File: src/rtl/fdiq_pkg.sv
`timescale 1ns / 1ps
// ----------------------------------------------------------------------------
// fdiq_pkg
// Shared types, constants and helpers for the frame deframer and its queue.
// ----------------------------------------------------------------------------
package fdiq_pkg;

  localparam int QUEUE_DEPTH    = 8;
  localparam int QPTR_W         = (QUEUE_DEPTH > 1) ? $clog2(QUEUE_DEPTH) : 1;
  localparam int FRAME_LOOKBACK = 4;
  localparam int BYTE_W         = 8;
  localparam int ENTRY_W        = 3 * BYTE_W;
  localparam int CFG_IDX_W      = 2;

  typedef enum logic {
    OP_BYTE = 1'b0,
    OP_POP  = 1'b1
  } op_t;

  typedef enum logic [2:0] {
    ST_NONE       = 3'd0,
    ST_QUEUED     = 3'd1,
    ST_BAD_START  = 3'd2,
    ST_NOT_FOR_US = 3'd3,
    ST_FULL       = 3'd4,
    ST_POPPED     = 3'd5,
    ST_POP_EMPTY  = 3'd6
  } status_t;

  typedef enum logic [CFG_IDX_W-1:0] {
    CFG_START_BYTE   = 2'd0,
    CFG_END_BYTE     = 2'd1,
    CFG_NODE_ADDRESS = 2'd2
  } cfg_idx_t;

  typedef enum logic [1:0] {
    S_IDLE,
    S_EXEC,
    S_POP
  } ctrl_state_t;

  typedef struct packed {
    logic capture;
    logic do_byte;
    logic rd_issue;
    logic do_pop;
    logic do_pop_empty;
  } dp_cmd_t;

  typedef struct packed {
    logic item_pop;
    logic q_empty;
  } dp_sts_t;

  function automatic logic [QPTR_W-1:0] ring_next(input logic [QPTR_W-1:0] i);
    logic [QPTR_W-1:0] n;
    if (i == QPTR_W'(QUEUE_DEPTH - 1)) begin
      n = '0;
    end else begin
      n = i + QPTR_W'(1);
    end
    return n;
  endfunction

endpackage

File: src/rtl/fdiq_ctrl.sv
`timescale 1ns / 1ps
// ----------------------------------------------------------------------------
// fdiq_ctrl
// Sequencer: accepts an item, runs it through the datapath, steps pop reads.
// ----------------------------------------------------------------------------
module fdiq_ctrl
  import fdiq_pkg::*;
(
  input  logic    clk,
  input  logic    rst_n,
  input  logic    start,
  output logic    busy,
  input  dp_sts_t sts,
  output dp_cmd_t cmd
);

  ctrl_state_t state_r;
  ctrl_state_t state_nxt;

  always_ff @(posedge clk) begin
    if (!rst_n) begin
      state_r <= S_IDLE;
    end else begin
      state_r <= state_nxt;
    end
  end

  always_comb begin
    state_nxt = state_r;
    cmd       = '0;
    busy      = 1'b1;
    unique case (state_r)
      S_IDLE: begin
        busy = 1'b0;
        if (start) begin
          cmd.capture = 1'b1;
          state_nxt   = S_EXEC;
        end
      end
      S_EXEC: begin
        if (!sts.item_pop) begin
          cmd.do_byte = 1'b1;
          state_nxt   = S_IDLE;
        end else if (sts.q_empty) begin
          cmd.do_pop_empty = 1'b1;
          state_nxt        = S_IDLE;
        end else begin
          cmd.rd_issue = 1'b1;
          state_nxt    = S_POP;
        end
      end
      S_POP: begin
        cmd.do_pop = 1'b1;
        state_nxt  = S_IDLE;
      end
      default: begin
        state_nxt = S_IDLE;
      end
    endcase
  end

endmodule

File: src/rtl/fdiq_dp.sv
`timescale 1ns / 1ps
// ----------------------------------------------------------------------------
// fdiq_dp
// Datapath: config registers, byte history, frame checks, ring queue, outputs.
// ----------------------------------------------------------------------------
module fdiq_dp
  import fdiq_pkg::*;
(
  input  logic                 clk,
  input  logic                 rst_n,
  input  logic                 cfg_valid,
  input  logic [CFG_IDX_W-1:0] cfg_index,
  input  logic [BYTE_W-1:0]    cfg_data,
  input  logic                 in_op,
  input  logic [BYTE_W-1:0]    in_rx_byte,
  input  dp_cmd_t              cmd,
  output dp_sts_t              sts,
  output logic                 out_valid,
  output logic [2:0]           out_status,
  output logic [BYTE_W-1:0]    out_msg_from,
  output logic [BYTE_W-1:0]    out_msg_to,
  output logic [BYTE_W-1:0]    out_msg_type,
  output logic                 out_available
);

  logic [BYTE_W-1:0]  start_byte_r;
  logic [BYTE_W-1:0]  end_byte_r;
  logic [BYTE_W-1:0]  node_address_r;

  op_t                op_r;
  logic [BYTE_W-1:0]  byte_r;

  logic [BYTE_W-1:0]  recent_r [FRAME_LOOKBACK];
  logic [QPTR_W-1:0]  wr_idx_r;
  logic [QPTR_W-1:0]  wr_idx_nxt;
  logic [QPTR_W-1:0]  rd_idx_r;
  logic [QPTR_W-1:0]  rd_idx_nxt;
  logic [ENTRY_W-1:0] queue_mem [QUEUE_DEPTH];
  logic [ENTRY_W-1:0] rd_data_r;

  logic               out_valid_r;
  status_t            status_r;
  status_t            status_nxt;
  logic [ENTRY_W-1:0] msg_r;
  logic [ENTRY_W-1:0] msg_nxt;
  logic               avail_r;

  logic [QPTR_W-1:0]  wr_next;
  logic [QPTR_W-1:0]  rd_next;
  logic               q_empty;
  logic               q_full;
  status_t            byte_status;
  logic               push;
  logic               load_out;

  always_ff @(posedge clk) begin
    if (!rst_n) begin
      start_byte_r   <= '0;
      end_byte_r     <= '0;
      node_address_r <= '0;
    end else if (cfg_valid) begin
      unique case (cfg_index)
        CFG_START_BYTE:   start_byte_r   <= cfg_data;
        CFG_END_BYTE:     end_byte_r     <= cfg_data;
        CFG_NODE_ADDRESS: node_address_r <= cfg_data;
        default: begin
        end
      endcase
    end
  end

  always_ff @(posedge clk) begin
    if (cmd.capture) begin
      op_r   <= op_t'(in_op);
      byte_r <= in_rx_byte;
    end
  end

  assign wr_next = ring_next(wr_idx_r);
  assign rd_next = ring_next(rd_idx_r);
  assign q_empty = (wr_idx_r == rd_idx_r);
  assign q_full  = (wr_next == rd_idx_r);

  always_comb begin
    if (byte_r != end_byte_r) begin
      byte_status = ST_NONE;
    end else if (recent_r[0] != start_byte_r) begin
      byte_status = ST_BAD_START;
    end else if (recent_r[2] != node_address_r) begin
      byte_status = ST_NOT_FOR_US;
    end else if (q_full) begin
      byte_status = ST_FULL;
    end else begin
      byte_status = ST_QUEUED;
    end
  end

  assign push       = cmd.do_byte && (byte_status == ST_QUEUED);
  assign wr_idx_nxt = push ? wr_next : wr_idx_r;
  assign rd_idx_nxt = cmd.do_pop ? rd_next : rd_idx_r;
  assign load_out   = cmd.do_byte || cmd.do_pop || cmd.do_pop_empty;

  always_comb begin
    status_nxt = ST_POP_EMPTY;
    msg_nxt    = '0;
    if (cmd.do_byte) begin
      status_nxt = byte_status;
    end else if (cmd.do_pop) begin
      status_nxt = ST_POPPED;
      msg_nxt    = rd_data_r;
    end
  end

  always_ff @(posedge clk) begin
    if (!rst_n) begin
      for (int k = 0; k < FRAME_LOOKBACK; k++) begin
        recent_r[k] <= '0;
      end
      wr_idx_r    <= '0;
      rd_idx_r    <= '0;
      out_valid_r <= 1'b0;
    end else begin
      if (cmd.do_byte) begin
        for (int k = 0; k < FRAME_LOOKBACK - 1; k++) begin
          recent_r[k] <= recent_r[k+1];
        end
        recent_r[FRAME_LOOKBACK-1] <= byte_r;
      end
      wr_idx_r    <= wr_idx_nxt;
      rd_idx_r    <= rd_idx_nxt;
      out_valid_r <= load_out;
    end
  end

  always_ff @(posedge clk) begin
    if (push) begin
      queue_mem[wr_idx_r] <= {recent_r[1], recent_r[2], recent_r[3]};
    end
    if (cmd.rd_issue) begin
      rd_data_r <= queue_mem[rd_idx_r];
    end
  end

  always_ff @(posedge clk) begin
    if (load_out) begin
      status_r <= status_nxt;
      msg_r    <= msg_nxt;
      avail_r  <= (wr_idx_nxt != rd_idx_nxt);
    end
  end

  assign sts.item_pop  = (op_r == OP_POP);
  assign sts.q_empty   = q_empty;

  assign out_valid     = out_valid_r;
  assign out_status    = status_r;
  assign out_msg_from  = msg_r[3*BYTE_W-1:2*BYTE_W];
  assign out_msg_to    = msg_r[2*BYTE_W-1:BYTE_W];
  assign out_msg_type  = msg_r[BYTE_W-1:0];
  assign out_available = avail_r;

endmodule

File: src/rtl/frame_deframer_inbound_queue.sv
`timescale 1ns / 1ps
// ----------------------------------------------------------------------------
// frame_deframer_inbound_queue
// Delimited frame receiver with destination filter and inbound message queue.
// ----------------------------------------------------------------------------
// An item is taken when start is high and busy is low. Its result appears
// on the out_ ports for exactly one cycle with out_valid high, registered
// after the exec state for a received byte or an empty pop, and after the
// exec and pop states for a pop that reads the queue through a register.
// busy is low again in the cycle the result is shown, so the next item is
// taken no earlier than that. The receiver cannot stall: capture each
// result in the cycle out_valid is high. cfg_ready is always high; write
// the registers only while no item is in flight.
module frame_deframer_inbound_queue
  import fdiq_pkg::*;
(
  input  logic                 clk,
  input  logic                 rst_n,
  input  logic                 start,
  output logic                 busy,
  input  logic                 in_op,
  input  logic [BYTE_W-1:0]    in_rx_byte,
  output logic                 out_valid,
  output logic [2:0]           out_status,
  output logic [BYTE_W-1:0]    out_msg_from,
  output logic [BYTE_W-1:0]    out_msg_to,
  output logic [BYTE_W-1:0]    out_msg_type,
  output logic                 out_available,
  input  logic                 cfg_valid,
  output logic                 cfg_ready,
  input  logic [CFG_IDX_W-1:0] cfg_index,
  input  logic [BYTE_W-1:0]    cfg_data
);

  dp_cmd_t cmd;
  dp_sts_t sts;

  assign cfg_ready = 1'b1;

  fdiq_ctrl u_ctrl (
    .clk   (clk),
    .rst_n (rst_n),
    .start (start),
    .busy  (busy),
    .sts   (sts),
    .cmd   (cmd)
  );

  fdiq_dp u_dp (
    .clk           (clk),
    .rst_n         (rst_n),
    .cfg_valid     (cfg_valid),
    .cfg_index     (cfg_index),
    .cfg_data      (cfg_data),
    .in_op         (in_op),
    .in_rx_byte    (in_rx_byte),
    .cmd           (cmd),
    .sts           (sts),
    .out_valid     (out_valid),
    .out_status    (out_status),
    .out_msg_from  (out_msg_from),
    .out_msg_to    (out_msg_to),
    .out_msg_type  (out_msg_type),
    .out_available (out_available)
  );

endmodule

File: config.mk
export PLATFORM = sky130hd
export DESIGN_NAME = frame_deframer_inbound_queue
export DESIGN_NICKNAME = d
export VERILOG_FILES = /design/src/rtl/fdiq_pkg.sv /design/src/rtl/fdiq_ctrl.sv /design/src/rtl/fdiq_dp.sv /design/src/rtl/frame_deframer_inbound_queue.sv
export SDC_FILE = /design/constraint.sdc
export NUM_CORES = 1
export LEC_CHECK = 0
export ABC_CLOCK_PERIOD_IN_PS = 8400
export BUFFER_PORTS_ARGS = -buffer_cell sky130_fd_sc_hd__buf_4
export CAP_MARGIN = 10
export CELL_PAD_IN_SITES_DETAIL_PLACEMENT = 0
export CELL_PAD_IN_SITES_GLOBAL_PLACEMENT = 1
export CORE_MARGIN = 2
export CORE_UTILIZATION = 36
export DETAILED_ROUTE_END_ITERATION = 6
export GPL_TIMING_DRIVEN = 0
export PLACE_DENSITY = 0.68
export SLEW_MARGIN = 0
export SYNTH_ARGS = -nofsm -noshare
export SYNTH_HDL_FRONTEND = slang
export SYNTH_SLANG_ARGS = --single-unit
File: constraint.sdc
create_clock -name clk -period 8.4 [get_ports clk]
set_input_delay 0.84 -clock clk [delete_from_list [all_inputs] [get_ports clk]]
set_output_delay 0.84 -clock clk [all_outputs]
set_load 0.01 [all_outputs]
==> results_dict.tcl <==
set metrics [dict create \
    synth_area_per_cell_um2 19.1 \
    reg2reg_depth 8 \
    final_antenna_net_count 0 \
    wirelength_um 24300 \
    finalMaxSlewViolations 0 \
    grt_max_degree 26 \
    numCtsBuffers 35 \
    cp-start-kind "flip-flop" \
    track_usage_pct 13.9 \
    synth_nets 674 \
    synth_warnings 0 \
    fmax_mhz 289 \
    p_per_area_mw_per_mm2 227 \
    firstDrtPassIters 5 \
    p_leak_nw 5.12 \
    clockBufferDepth 3 \
    io_buffer_count 51 \
    end_kind "flip-flop" \
    place_inst 1164 \
    syn-instance-count 647 \
    core_mm2 0.0337 \
    grt_pass1_vias 6121 \
    yosys_register_bits 318 \
    tns_ns 0 \
    start_util_pct 36.7 \
    finalHoldViolations 0 \
    final_core_util_pct 43.7 \
    cts_root_buf "clkbuf_16" \
    antenna_found_initial 2 \
    crit_required_ns 8.61 \
    hp-class "input pin to flip-flop" \
    dp_hpwl_um 16300 \
    grt_overflow 0 \
    synth.area.top_cells "edfxtp_1 (69%), mux4_2 (8.7%), dfxtp_1 (5.3%)" \
    r2r_start "u_dp.recent_r[2][4]" \
    synth_flop_cell "edfxtp_1" \
    holdBufCountCts 0 \
    num_io_pins 54 \
    crit_fanout 13 \
    cts_sinks 318 \
    relSlewSlack_pct 38.1 \
    peakVddDrop_mv 0.134 \
    regToRegSetupSlack_ns 4.93 \
    initialDrtViolationCount 520 \
    stdcell_count 1227 \
    hold_start "in_rx_byte[3]" \
    crit_arrival_ns 3.67 \
    finalSetupViolCount 0 \
    post-route-min-period_ns 3.47 \
    synth_seq_area_share_pct 74.6 \
    synth.distinct_cells 40 \
    cts_resized 0 \
    synth_area_leader_cell "edfxtp_1" \
    viasPerCell 4.82 \
    synthToLayoutAreaGrowth_pct 19.2 \
    period_share_pct 41.3 \
    via_count 5917 \
    grt_first_pass_wirelength_um 37100 \
    route.detailed.drc 0 \
    ctsHtreeMaxLevel 2 \
    avgRoutedWirePerCell_um 19.8 \
    fillers 2931 \
    finClkSkew_ns 0.0225 \
    yosysTopAreaCellShare_pct 69.2 \
    final_common_cell "edfxtp_1" \
    postCtsSetupRepairBufs 0 \
    outcome "finished clean" \
    clk_latency_ns 0.51 \
    die_h_um 189 \
    drv_cap 0 \
    reg2reg_to "u_dp.queue_mem[2][17]" \
    fin_nets 780 \
    fp-row-count 67 \
    async_flop_share_pct 0 \
    die_x_um 189 \
    layout_common_cells "edfxtp_1 (285), buf_4 (60), mux4_2 (48)" \
    drive_gt1_share_pct 27.9 \
    die-area_mm2 0.0358 \
    worstHoldPathCells 1 \
    whs_endpoint "u_dp.byte_r[3]" \
    crit_type "flip-flop to flip-flop" \
    syn-cell-area_mm2 0.0124 \
    rsz0062_at_grt "false" \
    tightestPinTransition_ns 0.926 \
    total_power_w 0.00334 \
    synth_edf_count 285 \
    cts_tree "built" \
    n_antenna_cell 0 \
    clk_pin_slew_ns 0.06 \
    gp_congestion 0.762 \
]
[flip-flops by register name, indices dropped and copies added (netlist names), 3 cells and up]
signal and count:
u_dp.node_address_r 8, u_dp.rd_data_r 24, u_dp.out_status 3, u_dp.rd_idx_r 3
u_dp.queue_mem 192, u_dp.msg_r 24, u_dp.end_byte_r 8, u_dp.wr_idx_r 3
u_dp.start_byte_r 8, u_dp.recent_r 32, u_dp.byte_r 8
[kinds of logic (layout without fill, tap and decap cells)]
family	Yosys count	after routing	synth area share, %
compound gates	10	10	0.546
xor+xnor	34	34	2.41
fa+ha+maj	4	4	0.405
buf+inv	41	173	1.34
flops	318	318	74.6
mux	102	102	13.4
other cells	1	1	0.0303
simple gates	137	137	7.35
[area by class of cell]
type                    instances  area (um^2)  share of cell area, %
clock buffers                  45          956                   6.49
flip-flops and latches        318         9220                   62.6
plain buffers                  37          150                   1.02
clock inverters                18          184                   1.25
multi-input cells             288         3040                   20.6
well taps                     448          561                   3.80
inverters                       4         15.0                  0.102
repair buffers                 69          616                   4.18
[through the flow]
stage,cell area (um^2),hold slack (ns),setup slack [ns]
2_1_floorplan,12400,0.497,3.67
3_3_place_gp,13300,0.501,0.853
3_5_place_dp,13600,0.502,4.89
4_1_cts,14700,0.485,4.86
5_1_grt,14700,0.493,4.73
6_report,14700,0.509,4.93
[synthesized netlist by cell type, types with 2 or more instances]
cell type / number
edfxtp_1: 285
mux4_2: 48
dfxtp_1: 33
nor2b_1: 33
and3_1: 32
xor2_1: 30
mux2i_1: 29
and2_1: 28
clkbuf_1: 27
mux2_2: 25
nand2_1: 7
buf_2: 6
nor2_1: 6
ha_1: 4
inv_1: 4
nand4_1: 4
nor4_4: 4
xnor2_1: 4
buf_1: 3
nor3_1: 3
nor4_1: 3
o21ai_0: 3
o31ai_1: 3
a21o_1: 2
and4_1: 2
nand2b_1: 2
nand3_1: 2
nand3b_1: 2
or3_1: 2
[power breakdown]
| part | internal (W) | switching, W | total (W) |
|---|---|---|---|
| Combinational | 0.0000321 | 0.0000368 | 0.0000689 |
| Clock | 0.000902 | 0.000601 | 0.00150 |
| Sequential | 0.00174 | 0.0000268 | 0.00177 |
[worst max-delay path by stage]
stage	from	end	cells after the start
after floorplan	u_dp.recent_r[2][3]	u_dp.queue_mem[4][0]	6
after global placement	u_dp.recent_r[2][6]	u_dp.queue_mem[4][18]	6
after detailed placement	u_dp.recent_r[2][6]	u_dp.queue_mem[2][14]	8
after CTS	u_dp.recent_r[2][6]	u_dp.queue_mem[2][17]	8
after global routing	u_dp.recent_r[2][2]	u_dp.queue_mem[2][17]	8
final	u_dp.recent_r[2][4]	u_dp.queue_mem[2][17]	8
[critical path, cell delays in order (launching register included)]
cell and delay, ns:
edfxtp_1 0.57, xor2_1 0.24, nor4_4 0.39, nand4_2 0.19, or3_1 0.39, buf_2 0.18, or2_4 0.30, nor3_4 0.67
buf_16 0.23
[metal layers]
| metal | track usage, % | wire length, um |
|---|---|---|
| met5 | 0 | 0 |
| met4 | 3.82 | 412 |
| met3 | 2.45 | 998 |
| met2 | 21.7 | 11400 |
| met1 | 20.0 | 11400 |
No activity file was read; power rests on OpenSTA's default activity.
